File: config.mk
export PLATFORM = sky130hd
export DESIGN_NAME = mpm_cfg_flat
export DESIGN_NICKNAME = d
export VERILOG_FILES = /design/src/hw/rtl/mpm_pkg.sv /design/src/hw/rtl/mpm_ifs.sv /design/src/hw/rtl/mpm_cfg.sv /design/src/flat_wrapper.sv
export SDC_FILE = /design/constraint.sdc
export NUM_CORES = 1
export LEC_CHECK = 0
export BUFFER_PORTS_ARGS = -buffer_cell sky130_fd_sc_hd__buf_4
export CAP_MARGIN = 20
export CORE_MARGIN = 2
export CORE_UTILIZATION = 39
export CTS_BUF_LIST = sky130_fd_sc_hd__clkbuf_8
export DETAILED_ROUTE_END_ITERATION = 16
export GPL_ROUTABILITY_DRIVEN = 0
export PLACE_DENSITY_LB_ADDON = 0.25
export SYNTH_ARGS = -nofsm -noshare
export SYNTH_HDL_FRONTEND = slang
export SYNTH_SLANG_ARGS = --single-unit
export TNS_END_PERCENT = 30
File: constraint.sdc
create_clock -name clk -period 0.9 [get_ports clk]
set_input_delay 0.18 -clock clk [delete_from_list [all_inputs] [get_ports clk]]
set_output_delay 0.18 -clock clk [all_outputs]
set_load 0.02 [all_outputs]
File: src/hw/rtl/mpm_pkg.sv
`timescale 1ns / 1ps
`default_nettype none

package mpm_pkg;

	localparam int CoordW    = 32;
	localparam int NormW     = 16;
	localparam int CornerW   = 16;
	localparam int IdxW      = 17;
	localparam int ModeW     = 2;
	localparam int CfgIdxW   = 3;
	localparam int CfgDataW  = 32;
	localparam int FracShift = 14;
	localparam int HalfQ14   = 8192;
	localparam int MaxVertices = 65536;

	localparam int ProdW = CoordW + NormW;
	localparam int SumW  = ProdW + 2;
	localparam int DW    = SumW - FracShift;
	localparam int QW    = DW + NormW + 1;
	localparam int RW    = QW - FracShift;
	localparam int MW    = RW + 1;

	localparam logic [ModeW-1:0] ModeXy     = 2'd0;
	localparam logic [ModeW-1:0] ModeXz     = 2'd1;
	localparam logic [ModeW-1:0] ModeYz     = 2'd2;
	localparam logic [ModeW-1:0] ModeCustom = 2'd3;

	localparam logic [CfgIdxW-1:0] CfgPlaneMode   = 3'd0;
	localparam logic [CfgIdxW-1:0] CfgPlaneOffset = 3'd1;
	localparam logic [CfgIdxW-1:0] CfgNormalX     = 3'd2;
	localparam logic [CfgIdxW-1:0] CfgNormalY     = 3'd3;
	localparam logic [CfgIdxW-1:0] CfgNormalZ     = 3'd4;
	localparam logic [CfgIdxW-1:0] CfgEmitBoth    = 3'd5;
	localparam logic [CfgIdxW-1:0] CfgVertexTotal = 3'd6;

	localparam logic OpVertex = 1'b0;
	localparam logic OpFace   = 1'b1;

	localparam logic signed [NormW-1:0] NormUnit = 16'sd16384;

	typedef struct packed {
		logic [ModeW-1:0]         plane_mode;
		logic signed [CoordW-1:0] plane_offset;
		logic signed [NormW-1:0]  normal_x;
		logic signed [NormW-1:0]  normal_y;
		logic signed [NormW-1:0]  normal_z;
		logic                     emit_both;
		logic [IdxW-1:0]          vertex_total;
	} cfg_t;

	typedef struct packed {
		logic                     kind;
		logic signed [CoordW-1:0] vx;
		logic signed [CoordW-1:0] vy;
		logic signed [CoordW-1:0] vz;
		logic signed [CoordW-1:0] mx;
		logic signed [CoordW-1:0] my;
		logic signed [CoordW-1:0] mz;
		logic [CornerW-1:0]       ca;
		logic [CornerW-1:0]       cb;
		logic [CornerW-1:0]       cc;
	} mir_item_t;

	function automatic logic signed [CoordW-1:0] sat32(input logic signed [MW-1:0] x);
		logic signed [CoordW-1:0] r;
		if (x[MW-1] == 1'b0 && x[MW-2:CoordW-1] != '0) begin
			r = {1'b0, {(CoordW-1){1'b1}}};
		end else if (x[MW-1] == 1'b1 && x[MW-2:CoordW-1] != '1) begin
			r = {1'b1, {(CoordW-1){1'b0}}};
		end else begin
			r = x[CoordW-1:0];
		end
		return r;
	endfunction

endpackage

`default_nettype wire

File: src/hw/rtl/mpm_ifs.sv
`timescale 1ns / 1ps
`default_nettype none


interface mpm_cfg_if;
	import mpm_pkg::*;
	logic                valid;
	logic                ready;
	logic [CfgIdxW-1:0]  idx;
	logic [CfgDataW-1:0] data;

	modport source (output valid, idx, data, input ready);
	modport sink (input valid, idx, data, output ready);
endinterface

`default_nettype wire

File: src/hw/rtl/mpm_cfg.sv
`timescale 1ns / 1ps
`default_nettype none

module mpm_cfg (
	input  wire          clk,
	input  wire          arst_n,
	mpm_cfg_if.sink      cfg,
	output mpm_pkg::cfg_t regs
);
	import mpm_pkg::*;

	cfg_t regs_q;

	assign cfg.ready = 1'b1;
	assign regs      = regs_q;

	always_ff @(posedge clk or negedge arst_n) begin
		if (!arst_n) begin
			regs_q.plane_mode   <= ModeXy;
			regs_q.plane_offset <= '0;
			regs_q.normal_x     <= '0;
			regs_q.normal_y     <= '0;
			regs_q.normal_z     <= NormUnit;
			regs_q.emit_both    <= 1'b1;
			regs_q.vertex_total <= '0;
		end else if (cfg.valid && cfg.ready) begin
			unique case (cfg.idx)
				CfgPlaneMode:   regs_q.plane_mode   <= cfg.data[ModeW-1:0];
				CfgPlaneOffset: regs_q.plane_offset <= cfg.data[CoordW-1:0];
				CfgNormalX:     regs_q.normal_x     <= cfg.data[NormW-1:0];
				CfgNormalY:     regs_q.normal_y     <= cfg.data[NormW-1:0];
				CfgNormalZ:     regs_q.normal_z     <= cfg.data[NormW-1:0];
				CfgEmitBoth:    regs_q.emit_both    <= cfg.data[0];
				CfgVertexTotal: regs_q.vertex_total <= cfg.data[IdxW-1:0];
				default: ;
			endcase
		end
	end

endmodule

`default_nettype wire

File: src/flat_wrapper.sv
// flat-port wrapper written by rule: the top's interface ports become plain ports
module mpm_cfg_flat import mpm_pkg::*;
  (clk, arst_n, regs, cfg_valid, cfg_idx, cfg_data, cfg_ready);
  mpm_cfg_if cfg_i ();
  input  wire clk;
  input  wire arst_n;
  output mpm_pkg::cfg_t regs;
  input wire logic [$bits(cfg_i.valid)-1:0] cfg_valid;
  input wire logic [$bits(cfg_i.idx)-1:0] cfg_idx;
  input wire logic [$bits(cfg_i.data)-1:0] cfg_data;
  output wire logic [$bits(cfg_i.ready)-1:0] cfg_ready;
  assign cfg_i.valid = cfg_valid;
  assign cfg_i.idx = cfg_idx;
  assign cfg_i.data = cfg_data;
  assign cfg_ready = cfg_i.ready;
  mpm_cfg u_core (.clk(clk), .arst_n(arst_n), .cfg(cfg_i), .regs(regs));
endmodule
After elaboration in Yosys (flattened, before gate mapping)
Index checks and enable logic that the tools add are counted.
{"block": "word_totals", "ff_bits": 100}
{"block": "op_classes", "n_eq_ne": 6, "n_reduce_logical": 8}
{"cell": "AND reduction 2 bit", "n": 7}
{"cell": "equality test 3 bit (second input constant)", "n": 3}
{"cell": "equality test 3 x 2 -> 1 bit (second input constant)", "n": 2}
{"cell": "equality test 3 x 1 -> 1 bit (second input constant)", "n": 1}
{"cell": "zero test 3 bit", "n": 1}

Depth between registers and ports, before layout
{"block": "depth", "ltp_word": 2, "depth_mapped": 4, "depth_no_buf": 2}

Least setup slack after synthesis
Ideal clock, no wire load.
{"block": "synth_timing", "kind": "in2reg", "start": "input cfg_idx[1]", "end": "register u_core.regs_q, in the netlist u_core.regs[67]", "setup_ps": 125, "path_stages": 4, "path_slack_ps": -291, "n_path_buf": 2, "arrival_ps": 1066, "cell_sequence": "nor4bb_1 > buf_4 > buf_12 > mux2_4"}
{"block": "synth_via", "elab_chain_len": 2}
{"item": "from (decl)", "line_no": "flat_wrapper.sv:9", "source": "input wire logic [$bits(cfg_i.idx)-1:0] cfg_idx;"}
{"item": "equality test 3 x 1 -> 1 bit", "line_no": "mpm_cfg.sv:27", "source": "unique case (cfg.idx)"}
{"item": "AND reduction 2 bit (no line)"}
{"item": "to (decl)", "line_no": "mpm_cfg.sv:12", "source": "cfg_t regs_q;"}
Every way passes these cells.
A chain may end at the register's enable or synchronous reset.

Worst setup path after layout
{"block": "layout_timing", "start": "register u_core.regs_q, in the netlist u_core.regs[32]", "end": "output regs[32] (netlist bit)"}
{"item": "to (decl)", "line_no": "flat_wrapper.sv:7", "source": "output mpm_pkg::cfg_t regs;"}
No word-level cell between the ends.

==> impl_metrics.json <==
{
  "path_cells": "buf_6",
  "synth_nets": 257,
  "fill_cells": 802,
  "status": "finished with violations",
  "path_max_fanout": 2,
  "power_leakage_uw": 0.00300,
  "required_ps": 720,
  "seqPwrFrac_pct": 41.9,
  "synth-edff-count": 0,
  "die_w_um": 106,
  "p_sw_share_pct": 29.9,
  "startpoint_type": "register",
  "pwr-share-clk_pct": 20.4,
  "synth_top_cell_by_area": "dfrtp_1",
  "rr_worst_depth": 3,
  "die_h_um": 106,
  "cts_root_buffer": "clkbuf_8",
  "total_power_uw": 14900,
  "yosys_warnings": 0,
  "wl_met2_um": 4730,
  "grt_pass1_vias": 2729,
  "max_freq_mhz": 839,
  "cts.clk_slew.worst_paths_ps": 90,
  "final_antenna_net_count": 0,
  "peakVddDrop_v": 0.00137,
  "synthTopCellsByArea": "dfrtp_1 (60%), mux2_4 (18%), mux2_2 (14%)",
  "slowest_delay_ps": 550,
  "fp.dieArea_um2": 11200,
  "drt-met1-wl_um": 3660,
  "ys_ff_latch": 100,
  "hold_end": "u_core.regs[97]",
  "detail_route.wirelength_um": 9080,
  "cts_buffers": 9,
  "synthDistinctLibCells": 15,
  "layout-drive-gt1-share_pct": 73.9,
  "fin_area_um2": 6220,
  "hold_path.class": "in -> reg",
  "largest_reg_flops": 100,
  "regToRegStartpoint": "u_core.regs[71]",
  "holdCritStartpoint": "cfg_data[31]",
  "cp_slowest_cell": "dfstp_2",
  "area_delta_synth_final_pct": 53.2,
  "drv_slew": 0,
  "wl_per_cell_um": 16.6,
  "hold_viol": 0,
  "cp_top_family": "flip-flops",
  "multi_input_area_um2": 1440,
  "clk_path_buf_depth": 2,
  "r2r-end": "u_core.regs[71]",
  "detail_route.drc_violations": 0,
  "violations": "setup timing",
  "numClockSinks": 100,
  "combPwrFrac_pct": 37.7,
  "worst-path-stages": 1,
  "dpl.hpwl_um": 6320,
  "finalSetupViolCount": 148,
  "maxUsedRoutingLayer": "met4",
  "ios": 139,
  "diodes": 0,
  "period_share_pct": 132,
  "num_rows": 37,
  "rrSetupSlack_ps": -120,
  "rsz0062_at_grt": "true",
  "grt_pass1_wl_um": 14700,
  "drt_pass1_iterations": 3,
  "grt_overflow": 0,
  "min_path_cells": 2,
  "cp-end-kind": "output pin",
  "crit_buf_inv": 1,
  "syn_avg_cell_area_um2": 18.5,
  "grt_max_degree": 37,
  "power_switching_uw": 4460,
  "dr_total_vias": 2522,
  "cts_tree": "done",
  "initial_utilization_pct": 39.7,
  "synth_top_cells_by_count": "dfrtp_1 (98), mux2_2 (50), mux2_4 (50), buf_12 (4), buf_6 (4)",
  "arrival_ps": 1010,
  "async_reset_ff_share_pct": 100,
  "synth_top_area_share_pct": 60.4,
  "coreArea_um2": 10200,
  "clk_latency_ps": 350,
  "yosysMostFrequentCell": "dfrtp_1",
  "portBuffers": 137,
  "worst_clock_skew_ps": 0,
  "maxCapViolCount": 0,
  "grtUsageTotal_pct": 17.0,
  "yosysSeqAreaShare_pct": 61.7,
  "via_per_inst": 4.62,
  "power_density_nw_per_um2": 2400,
  "nets": 443,
  "p_int_uw": 10500,
  "dr_wl_met3_um": 575,
  "syn_area_um2": 4060,
  "drt_iter0_drc": 32,
  "synth_ff_type": "dfrtp_1",
  "grt_antenna_before_repair": 0,
  "regArea_um2": 2500,
  "h-tree-depth": 3,
  "path_class": "reg -> out",
  "fin_ws_ps": -292,
  "synthCells": 219,
  "finalCriticalPeriod_ps": 1190,
  "placed_cell_area_um2": 5390
}
[power groups by stage]
| stage | sequential, uW | clock (uW) | combinational (uW) |
|---|---|---|---|
| global placement | 6120 | 0 | 4610 |
| floorplan | 7310 | 0 | 1250 |
| CTS | 6250 | 3160 | 5520 |
| detailed placement | 6140 | 0 | 4680 |
| finish | 6250 | 3040 | 5630 |
| global route | 6370 | 3370 | 5920 |
[routing by layer]
metal / vias up / GRT usage (%)
met5: - / 0
met4: 0 / 4.79
met3: 9 / 6.13
met2: 73 / 27.8
met1: 1297 / 21.4
li1: 1143 / -
[kinds of logic after synthesis]
kind of cell / count (synthesis) / share of synthesized area [%]
and+or+nand+nor: 7 / 2.25
buffers and inverters: 11 / 3.58
other: 1 / 0.0924
muxes: 100 / 32.4
DFF: 100 / 61.7
[stage by stage]
step                      utilization (%)  TNS, ps  std cells  setup WS [ps]  hold slack, ps
final                                60.8   -20250        546           -292            53.9
after global routing                 60.8   -26420        546           -341            25.3
after CTS                            59.9   -22160        536           -318            28.8
after detailed placement             52.7   -41090        504           -522            60.2
after global placement               52.7   -40250        504           -497            55.8
after floorplan                         -   -17960        219           -291            -116
[layout make-up]
cell class | count | share of cell area (%)
clock buffer | 10 | 2.21
clock inverter | 6 | 1.21
multi-input combinational | 108 | 23.1
sequential | 100 | 40.3
tap | 136 | 2.74
timing repair buffer | 186 | 30.4
[layout by cell type (no fill, tap or decap)]
cell             n
buf_6          106
dfrtp_1         98
buf_4           71
mux2_4          52
mux2_2          48
clkbuf_8        10
buf_12           7
inv_1            4
and4bb_1         2
bufinv_16        2
dfstp_2          2
nand4b_2         1
nor4bb_4         1
nor4b_2          1
nand4b_4         1
nand4b_1         1
conb_1           1
dlygate4sd3_1    1
buf_8            1
[what timing repair did]
action / in CTS / in global routing
endpoints found under the hold margin: 98 / 0
endpoints found under the setup margin: 149 / 144
hold buffers: 1 / 0
setup buffers: 15 / 10
pin swaps: 0 / 1
resized for setup: 106 / 5
[worst max-delay path by stage]
stage	slack, ps	startpoint	end
final	-290	u_core.regs[32]	regs[32]
after global routing	-340	u_core.regs[17]	regs[17]
after CTS	-320	u_core.regs[32]	regs[32]
after detailed placement	-520	cfg_idx[1]	u_core.regs[68]
after global placement	-500	cfg_idx[1]	u_core.regs[80]
after floorplan	-290	cfg_idx[1]	u_core.regs[67]
Power figures use the tool's default switching activity.
