==> config.mk <==
export PLATFORM = sky130hd
export DESIGN_NAME = mpm_emit_flat
export DESIGN_NICKNAME = d
export VERILOG_FILES = /design/src/hw/rtl/mpm_pkg.sv /design/src/hw/rtl/mpm_ifs.sv /design/src/hw/rtl/mpm_emit.sv /design/src/flat_wrapper.sv
export SDC_FILE = /design/constraint.sdc
export NUM_CORES = 1
export LEC_CHECK = 0
export ABC_AREA = 1
export BUFFER_PORTS_ARGS = -buffer_cell sky130_fd_sc_hd__buf_2
export CAP_MARGIN = 10
export CORE_AREA = 2 2 194 196
export DETAILED_ROUTE_END_ITERATION = 7
export DIE_AREA = 0 0 196 198
export HOLD_SLACK_MARGIN = 0.03
export PLACE_DENSITY = 0.72
export SYNTH_ARGS = -nofsm -noshare
export SYNTH_HDL_FRONTEND = slang
export SYNTH_SLANG_ARGS = --single-unit
==> constraint.sdc <==
create_clock -name clk -period 22.5 [get_ports clk]
set_input_delay 1.125 -clock clk [delete_from_list [all_inputs] [get_ports clk]]
set_output_delay 1.125 -clock clk [all_outputs]
set_load 0.01 [all_outputs]
==> src/hw/rtl/mpm_pkg.sv <==
`timescale 1ns / 1ps
`default_nettype none

package mpm_pkg;

	localparam int CoordW    = 32;
	localparam int NormW     = 16;
	localparam int CornerW   = 16;
	localparam int IdxW      = 17;
	localparam int ModeW     = 2;
	localparam int CfgIdxW   = 3;
	localparam int CfgDataW  = 32;
	localparam int FracShift = 14;
	localparam int HalfQ14   = 8192;
	localparam int MaxVertices = 65536;

	localparam int ProdW = CoordW + NormW;
	localparam int SumW  = ProdW + 2;
	localparam int DW    = SumW - FracShift;
	localparam int QW    = DW + NormW + 1;
	localparam int RW    = QW - FracShift;
	localparam int MW    = RW + 1;

	localparam logic [ModeW-1:0] ModeXy     = 2'd0;
	localparam logic [ModeW-1:0] ModeXz     = 2'd1;
	localparam logic [ModeW-1:0] ModeYz     = 2'd2;
	localparam logic [ModeW-1:0] ModeCustom = 2'd3;

	localparam logic [CfgIdxW-1:0] CfgPlaneMode   = 3'd0;
	localparam logic [CfgIdxW-1:0] CfgPlaneOffset = 3'd1;
	localparam logic [CfgIdxW-1:0] CfgNormalX     = 3'd2;
	localparam logic [CfgIdxW-1:0] CfgNormalY     = 3'd3;
	localparam logic [CfgIdxW-1:0] CfgNormalZ     = 3'd4;
	localparam logic [CfgIdxW-1:0] CfgEmitBoth    = 3'd5;
	localparam logic [CfgIdxW-1:0] CfgVertexTotal = 3'd6;

	localparam logic OpVertex = 1'b0;
	localparam logic OpFace   = 1'b1;

	localparam logic signed [NormW-1:0] NormUnit = 16'sd16384;

	typedef struct packed {
		logic [ModeW-1:0]         plane_mode;
		logic signed [CoordW-1:0] plane_offset;
		logic signed [NormW-1:0]  normal_x;
		logic signed [NormW-1:0]  normal_y;
		logic signed [NormW-1:0]  normal_z;
		logic                     emit_both;
		logic [IdxW-1:0]          vertex_total;
	} cfg_t;

	typedef struct packed {
		logic                     kind;
		logic signed [CoordW-1:0] vx;
		logic signed [CoordW-1:0] vy;
		logic signed [CoordW-1:0] vz;
		logic signed [CoordW-1:0] mx;
		logic signed [CoordW-1:0] my;
		logic signed [CoordW-1:0] mz;
		logic [CornerW-1:0]       ca;
		logic [CornerW-1:0]       cb;
		logic [CornerW-1:0]       cc;
	} mir_item_t;

	function automatic logic signed [CoordW-1:0] sat32(input logic signed [MW-1:0] x);
		logic signed [CoordW-1:0] r;
		if (x[MW-1] == 1'b0 && x[MW-2:CoordW-1] != '0) begin
			r = {1'b0, {(CoordW-1){1'b1}}};
		end else if (x[MW-1] == 1'b1 && x[MW-2:CoordW-1] != '1) begin
			r = {1'b1, {(CoordW-1){1'b0}}};
		end else begin
			r = x[CoordW-1:0];
		end
		return r;
	endfunction

endpackage

`default_nettype wire

==> src/hw/rtl/mpm_ifs.sv <==
`timescale 1ns / 1ps
`default_nettype none


interface mpm_result_if;
	import mpm_pkg::*;
	logic                     valid;
	logic                     ready;
	logic                     kind;
	logic                     is_mirror;
	logic signed [CoordW-1:0] res_x;
	logic signed [CoordW-1:0] res_y;
	logic signed [CoordW-1:0] res_z;
	logic [IdxW-1:0]          res_a;
	logic [IdxW-1:0]          res_b;
	logic [IdxW-1:0]          res_c;
	logic                     last;

	modport source (output valid, kind, is_mirror, res_x, res_y, res_z, res_a, res_b, res_c,
		last, input ready);
	modport sink (input valid, kind, is_mirror, res_x, res_y, res_z, res_a, res_b, res_c,
		last, output ready);
endinterface


`default_nettype wire

==> src/hw/rtl/mpm_emit.sv <==
`timescale 1ns / 1ps
`default_nettype none

module mpm_emit (
	input  wire                clk,
	input  wire                arst_n,
	input  mpm_pkg::cfg_t      regs,
	input  wire                in_valid,
	output logic               in_ready,
	input  mpm_pkg::mir_item_t in_item,
	mpm_result_if.source       results
);
	import mpm_pkg::*;

	mir_item_t held_q;
	logic      full_q;
	logic      second_q;

	logic            mirror;
	logic            take;
	logic            done;
	logic [IdxW-1:0] clamp;
	logic [IdxW-1:0] add;

	assign mirror   = !regs.emit_both || second_q;
	assign take     = full_q && results.ready;
	assign done     = take && mirror;
	assign in_ready = !full_q || done;

	assign clamp = (regs.vertex_total > IdxW'(MaxVertices)) ? IdxW'(MaxVertices)
		: regs.vertex_total;
	assign add   = regs.emit_both ? clamp : '0;

	always_ff @(posedge clk or negedge arst_n) begin
		if (!arst_n) begin
			full_q   <= 1'b0;
			second_q <= 1'b0;
		end else if (in_valid && in_ready) begin
			full_q   <= 1'b1;
			second_q <= 1'b0;
		end else if (done) begin
			full_q   <= 1'b0;
		end else if (take) begin
			second_q <= 1'b1;
		end
	end

	always_ff @(posedge clk) begin
		if (in_valid && in_ready) held_q <= in_item;
	end

	always_comb begin
		results.valid     = full_q;
		results.kind      = held_q.kind;
		results.is_mirror = mirror;
		results.last      = mirror;
		results.res_x     = '0;
		results.res_y     = '0;
		results.res_z     = '0;
		results.res_a     = '0;
		results.res_b     = '0;
		results.res_c     = '0;
		if (held_q.kind == OpVertex) begin
			results.res_x = mirror ? held_q.mx : held_q.vx;
			results.res_y = mirror ? held_q.my : held_q.vy;
			results.res_z = mirror ? held_q.mz : held_q.vz;
		end else if (mirror) begin
			results.res_a = IdxW'(held_q.ca) + add;
			results.res_b = IdxW'(held_q.cc) + add;
			results.res_c = IdxW'(held_q.cb) + add;
		end else begin
			results.res_a = IdxW'(held_q.ca);
			results.res_b = IdxW'(held_q.cb);
			results.res_c = IdxW'(held_q.cc);
		end
	end

endmodule

`default_nettype wire

==> src/flat_wrapper.sv <==
// flat-port wrapper written by rule: the top's interface ports become plain ports
module mpm_emit_flat import mpm_pkg::*;
  (clk, arst_n, regs, in_valid, in_ready, in_item, results_valid, results_kind, results_is_mirror, results_res_x, results_res_y, results_res_z, results_res_a, results_res_b, results_res_c, results_last, results_ready);
  mpm_result_if results_i ();
  input  wire clk;
  input  wire arst_n;
  input  mpm_pkg::cfg_t regs;
  input  wire in_valid;
  output logic in_ready;
  input  mpm_pkg::mir_item_t in_item;
  output wire logic [$bits(results_i.valid)-1:0] results_valid;
  output wire logic [$bits(results_i.kind)-1:0] results_kind;
  output wire logic [$bits(results_i.is_mirror)-1:0] results_is_mirror;
  output wire logic [$bits(results_i.res_x)-1:0] results_res_x;
  output wire logic [$bits(results_i.res_y)-1:0] results_res_y;
  output wire logic [$bits(results_i.res_z)-1:0] results_res_z;
  output wire logic [$bits(results_i.res_a)-1:0] results_res_a;
  output wire logic [$bits(results_i.res_b)-1:0] results_res_b;
  output wire logic [$bits(results_i.res_c)-1:0] results_res_c;
  output wire logic [$bits(results_i.last)-1:0] results_last;
  input wire logic [$bits(results_i.ready)-1:0] results_ready;
  assign results_valid = results_i.valid;
  assign results_kind = results_i.kind;
  assign results_is_mirror = results_i.is_mirror;
  assign results_res_x = results_i.res_x;
  assign results_res_y = results_i.res_y;
  assign results_res_z = results_i.res_z;
  assign results_res_a = results_i.res_a;
  assign results_res_b = results_i.res_b;
  assign results_res_c = results_i.res_c;
  assign results_last = results_i.last;
  assign results_i.ready = results_ready;
  mpm_emit u_core (.clk(clk), .arst_n(arst_n), .regs(regs), .in_valid(in_valid), .in_ready(in_ready), .in_item(in_item), .results(results_i));
endmodule
======== Word-level counts from Yosys, hierarchy flattened ========
Cells that the tools add are included.
storage, ports and cells
  output and inout port bits .............. 152
  word-level logic and storage cells ...... 46
  bits of input ports ..................... 345
  register bits after elaboration ......... 243
cells by class
  equal/unequal tests ..................... 1
  multiplexer cells ....................... 19
  $lt $le $gt $ge ......................... 1
  add/sub/neg operators ................... 3
  reduce and logical (&&, ||, !) cells .... 10
operator list
  kind                  number
  $mux 32               6
  $mux 17               8
  $add 16x17->17        3
  $gt 17x17->1 const B  1
  $mux 1                5
  $reduce_bool 2->1     2
  $logic_and 1x1->1     3
  $logic_not 1->1       2
  $logic_or 1x1->1      2
  $ne 2x2->1 const B    1
  $reduce_and 2->1      1

======== Depth between registers and ports, before layout ========
  depth in word-level cells ............... 7
  gate-level depth with buffers ........... 21
  mapped depth without buffers ............ 20

======== Worst setup path after synthesis ========
No wires, ideal clock.
  path type ............................... in2reg
  from .................................... input regs[17] in the netlist's numbering
  to ...................................... register u_core.held_q[0] in the netlist's numbering (enable)
  data required time ...................... 21,653 ps
  data arrival time ....................... 12,072 ps
  slack ................................... 9,581 ps
  stages on the path ...................... 6
  path buffers ............................ 1
  library setup time ...................... 847 ps
  cell sequence ........................... buf_2 nand2_1 clkinv_1 o21ai_0 inv_1 nor2_1
between the ends
  word-level cells in the longest chain between the ends .. 5
RTL lines
  item                  line               text
  start, declared       flat_wrapper.sv:7  input mpm_pkg::cfg_t regs;
  $logic_not 1->1       mpm_emit.sv:25     assign mirror = !regs.emit_both || second_q;
  $logic_or 1x1->1      mpm_emit.sv:25
  $logic_and 1x1->1     mpm_emit.sv:27     assign done = take && mirror;
  $logic_or 1x1->1      mpm_emit.sv:28     assign in_ready = !full_q || done;
  named net in_ready    flat_wrapper.sv:9  output logic in_ready;
  $logic_and 1x1->1     mpm_emit.sv:49     if (in_valid && in_ready) held_q <= in_item;
  end signal, assigned  mpm_emit.sv:49
  end, declared         mpm_emit.sv:15     mir_item_t held_q;
The timed path passes the listed nets, and every way through them passes these cells.
A chain may end at the register's enable or synchronous reset.

======== Worst setup path after layout ========
  from .................................... input regs[10] in the netlist's numbering
  to ...................................... output results_res_b[16]
between the ends
  word-level cells in the longest chain between the ends .. 6
RTL lines
  item              line                text
  $gt 17x17->1      mpm_emit.sv:30      assign clamp = (regs.vertex_total > IdxW'(MaxVertices)) ? IdxW'(MaxVertices)
  $mux 17 *         mpm_emit.sv:30
  $mux 17 *         mpm_emit.sv:32      assign add = regs.emit_both ? clamp : '0;
  $add 16x17->17 *  mpm_emit.sv:69      results.res_b = IdxW'(held_q.cc) + add;
  $mux 17 *         mpm_emit.sv:67      end else if (mirror) begin
  $mux 17 *         mpm_emit.sv:63      if (held_q.kind == OpVertex) begin
  end, declared     flat_wrapper.sv:18  output wire logic [$bits(results_i.res_b)-1:0] results_res_b;
Mark *: on every way between the ends. The rest lies on a longest branch, timed or not.

==> results_dict.tcl <==
set metrics [dict create \
    seq_power_share 0.442 \
    combinationalPowerShare 0.200 \
    synth-edff-count 241 \
    synth-compound-area-share 0.0985 \
    max-clock-path-buffers 3 \
    cts_root_buf "clkbuf_16" \
    cp.arrival_ps 5420 \
    final.period_utilization 0.291 \
    power_leakage_nw 7.40 \
    layout.nets 2132 \
    crit_required_ps 21380 \
    insertion_delay_ps 570 \
    synth_xor_area_frac 0.00485 \
    yosys.area_share.simple 0.223 \
    slowest_stage "a2111oi_0" \
    multiInputGateArea_mm2 0.00467 \
    cp-startpoint "regs[10]" \
    dieArea_mm2 0.0388 \
    grt_setup_unrepaired "false" \
    ys_seq_area_frac 0.576 \
    hold_viol 0 \
    synth_async_sr_flop_share 0.00823 \
    synthMuxAreaShare 0 \
    cts_resized 0 \
    core-area_mm2 0.0370 \
    setup_ws_ps 15960 \
    synth_top_family_by_area "simple AND/OR/NAND/NOR gates" \
    worstMarginPinSlew_ps 1060 \
    clock_skew_ps 10.3 \
    synthTopCellsByArea "edfxtp_1 57%, nor2_1 8.9%, nand2_1 6.2%, o21ai_0 5.1%, ha_1 4.2%" \
    ir_drop_v 0.0000589 \
    yosysTopAreaCellShare 0.572 \
    ys.flop_type "edfxtp_1" \
    synthesis.area_mm2 0.0127 \
    seqCellArea_mm2 0.00729 \
    crit_path_end_kind "primary output" \
    path_class "in -> out" \
    num_rows 71 \
    place_congestion 0.899 \
    dp_hpwl_um 30400 \
    yosys.area_share.adder 0.0415 \
    die_y_um 198 \
    maxCapViolations 0 \
    die-width_um 196 \
    crit_top_cell "nor2_1" \
    grt_pass1_wl_um 59800 \
    ys_types 47 \
    cts.sink_count 243 \
    slew_violations 0 \
    synth_nets 1734 \
    power_density_mw_per_mm2 77.5 \
    drc 0 \
    swShare 0.296 \
    drt_iter0_drc 522 \
    h-tree-depth 1 \
    drive_above_1_share 0.293 \
    status "completed" \
    path_cells "buf_2 > nor2_1 > nand2_1 > nor2_1 > nand2_1 > nand2_2 > inv_1 > nor2_1 > ha_1 > a21oi_1 > nor2_1 > nor2_1 > nor2_1 > a2111oi_0 > a21oi_1 > nor2_1 > buf_2" \
    grt-ovfl-total 0 \
    fin_tns_setup_ps 0 \
    postCtsSetupBuffers 0 \
    cpPeakStageDelay_ps 830 \
    internal_power_mw 0.877 \
    grt_max_degree 176 \
    synth.most_common_cell "nor2_1" \
    first_global_vias 10700 \
    grt_usage 0.203 \
    switching_power_mw 0.369 \
    avgSynthCellArea_um2 9.39 \
    synth_top_cells_by_count "301 x nor2_1, 241 x edfxtp_1, 210 x nand2_1" \
    tritoncts "built" \
    min_period_ps 6540 \
    cts_buffers 27 \
    pwr-share-clk 0.359 \
    syn2layout_area_growth_pct 27.0 \
    start_util 0.342 \
    clk_pin_slew_ps 60 \
    yosys_warnings 0 \
    vias 11100 \
    cts_hold_buffers 0 \
    crit_fanout 20 \
    portBuffers 414 \
    viasPerCell 4.94 \
    io_pins 497 \
    antenna_left 0 \
    wl_per_cell_um 18.3 \
    fmax_mhz 153 \
    syn_inst 1347 \
    hold_class "in -> async" \
    synth_seq_cells 243 \
    start_kind "input pin" \
    max_slew_margin 0.277 \
    pre_cts_ws_ps 16020 \
    r2r-start "u_core.second_q" \
    fillers 3539 \
    setup_violations 0 \
    synth_top_area_cell "edfxtp_1" \
    drt_pass1_iterations 5 \
    drt-total-wl_um 41000 \
    grt_antenna_before_repair 10 \
]
## final cells by class
cell class / count / share of cell area
antenna: 3 / 0.000467
timing repair buffer: 422 / 0.133
inverter: 128 / 0.0301
multi-input combinational: 923 / 0.291
clock buffer: 32 / 0.0432
sequential: 243 / 0.453
tap: 474 / 0.0369
clock inverter: 18 / 0.0115
## layer usage
metal,global-route usage,wire length (um),up-vias
met5,0,81,-
met4,0.0909,1980,14
met3,0.0605,3510,100
met2,0.340,19600,470
met1,0.242,15800,5132
li1,-,-,5371
## cells by family (layout without fill, tap and decap cells)
kind of cell | Yosys count | count (layout)
adders and majority gates | 42 | 42
buffers and inverters | 181 | 600
DFF | 243 | 243
xor gates and xnor gates | 7 | 7
other | 0 | 3
AOI/OAI and AO/OA | 227 | 227
and+or+nand+nor | 647 | 647
## cells in the final DEF, fill, tap and decap left out, types with 3 or more instances in the layout
cell type	n
a211oi_1	3
clkinvlp_4	4
o21a_1	11
nand2_8	3
nand4_1	13
nor3_1	8
bufinv_16	3
a31oi_1	4
ha_1	42
nand2_4	6
clkinv_2	7
edfxtp_1	241
nor3b_2	3
clkbuf_16	27
nand2_2	18
buf_2	414
o21ai_0	129
xor2_1	5
clkbuf_1	5
nor2_1	300
nor2_4	4
buf_4	7
a21oi_1	55
inv_1	124
a21boi_0	3
a21o_1	6
nand3_1	67
diode_2	3
nand2_1	209
clkinv_1	4
nand3_2	8
## per-stage QoR
step,area [um2],utilization,instances,total power [mW],hold WS (ps)
6_report,16100,0.435,2243,1.25,333
5_1_grt,16100,0.435,2241,1.30,314
4_1_cts,16100,0.435,2240,1.26,307
3_5_place_dp,15200,0.411,2190,0.808,603
3_3_place_gp,15200,0.411,2190,0.804,568
2_1_floorplan,12700,-,1347,0.713,490
## flip-flops by register name, indices dropped and copies added (netlist names)
register / count
u_core.held_q: 240
u_core.results.kind: 1
u_core.results.valid: 1
u_core.second_q: 1
## worst max-delay path: cells and delay by family
family / cells / cell delay [ps]
compound gates: 3 / 1190
buf+inv: 3 / 710
fa+ha+maj: 1 / 370
simple gates: 10 / 1990
## final timing paths
check / to / slack [ps] / cells past startpoint
hold / removal: u_core.second_q / 330 / 1
max in group asynchronous: u_core.results.valid / 22070 / 1
setup / recovery: results_res_b[16] / 15960 / 17
setup reg to reg: u_core.held_q[7] / 18540 / 8
hold reg to reg: u_core.second_q / 620 / 2
min in group clk: u_core.second_q / 620 / 2
## power groups by stage
stage / clock, mW / sequential [mW] / combinational (mW)
floorplan: 0 / 0.569 / 0.144
global placement: 0 / 0.558 / 0.246
detailed placement: 0 / 0.559 / 0.249
CTS: 0.459 / 0.550 / 0.250
global route: 0.471 / 0.552 / 0.275
finish: 0.447 / 0.550 / 0.249
No activity file was read; power rests on OpenSTA's default activity.
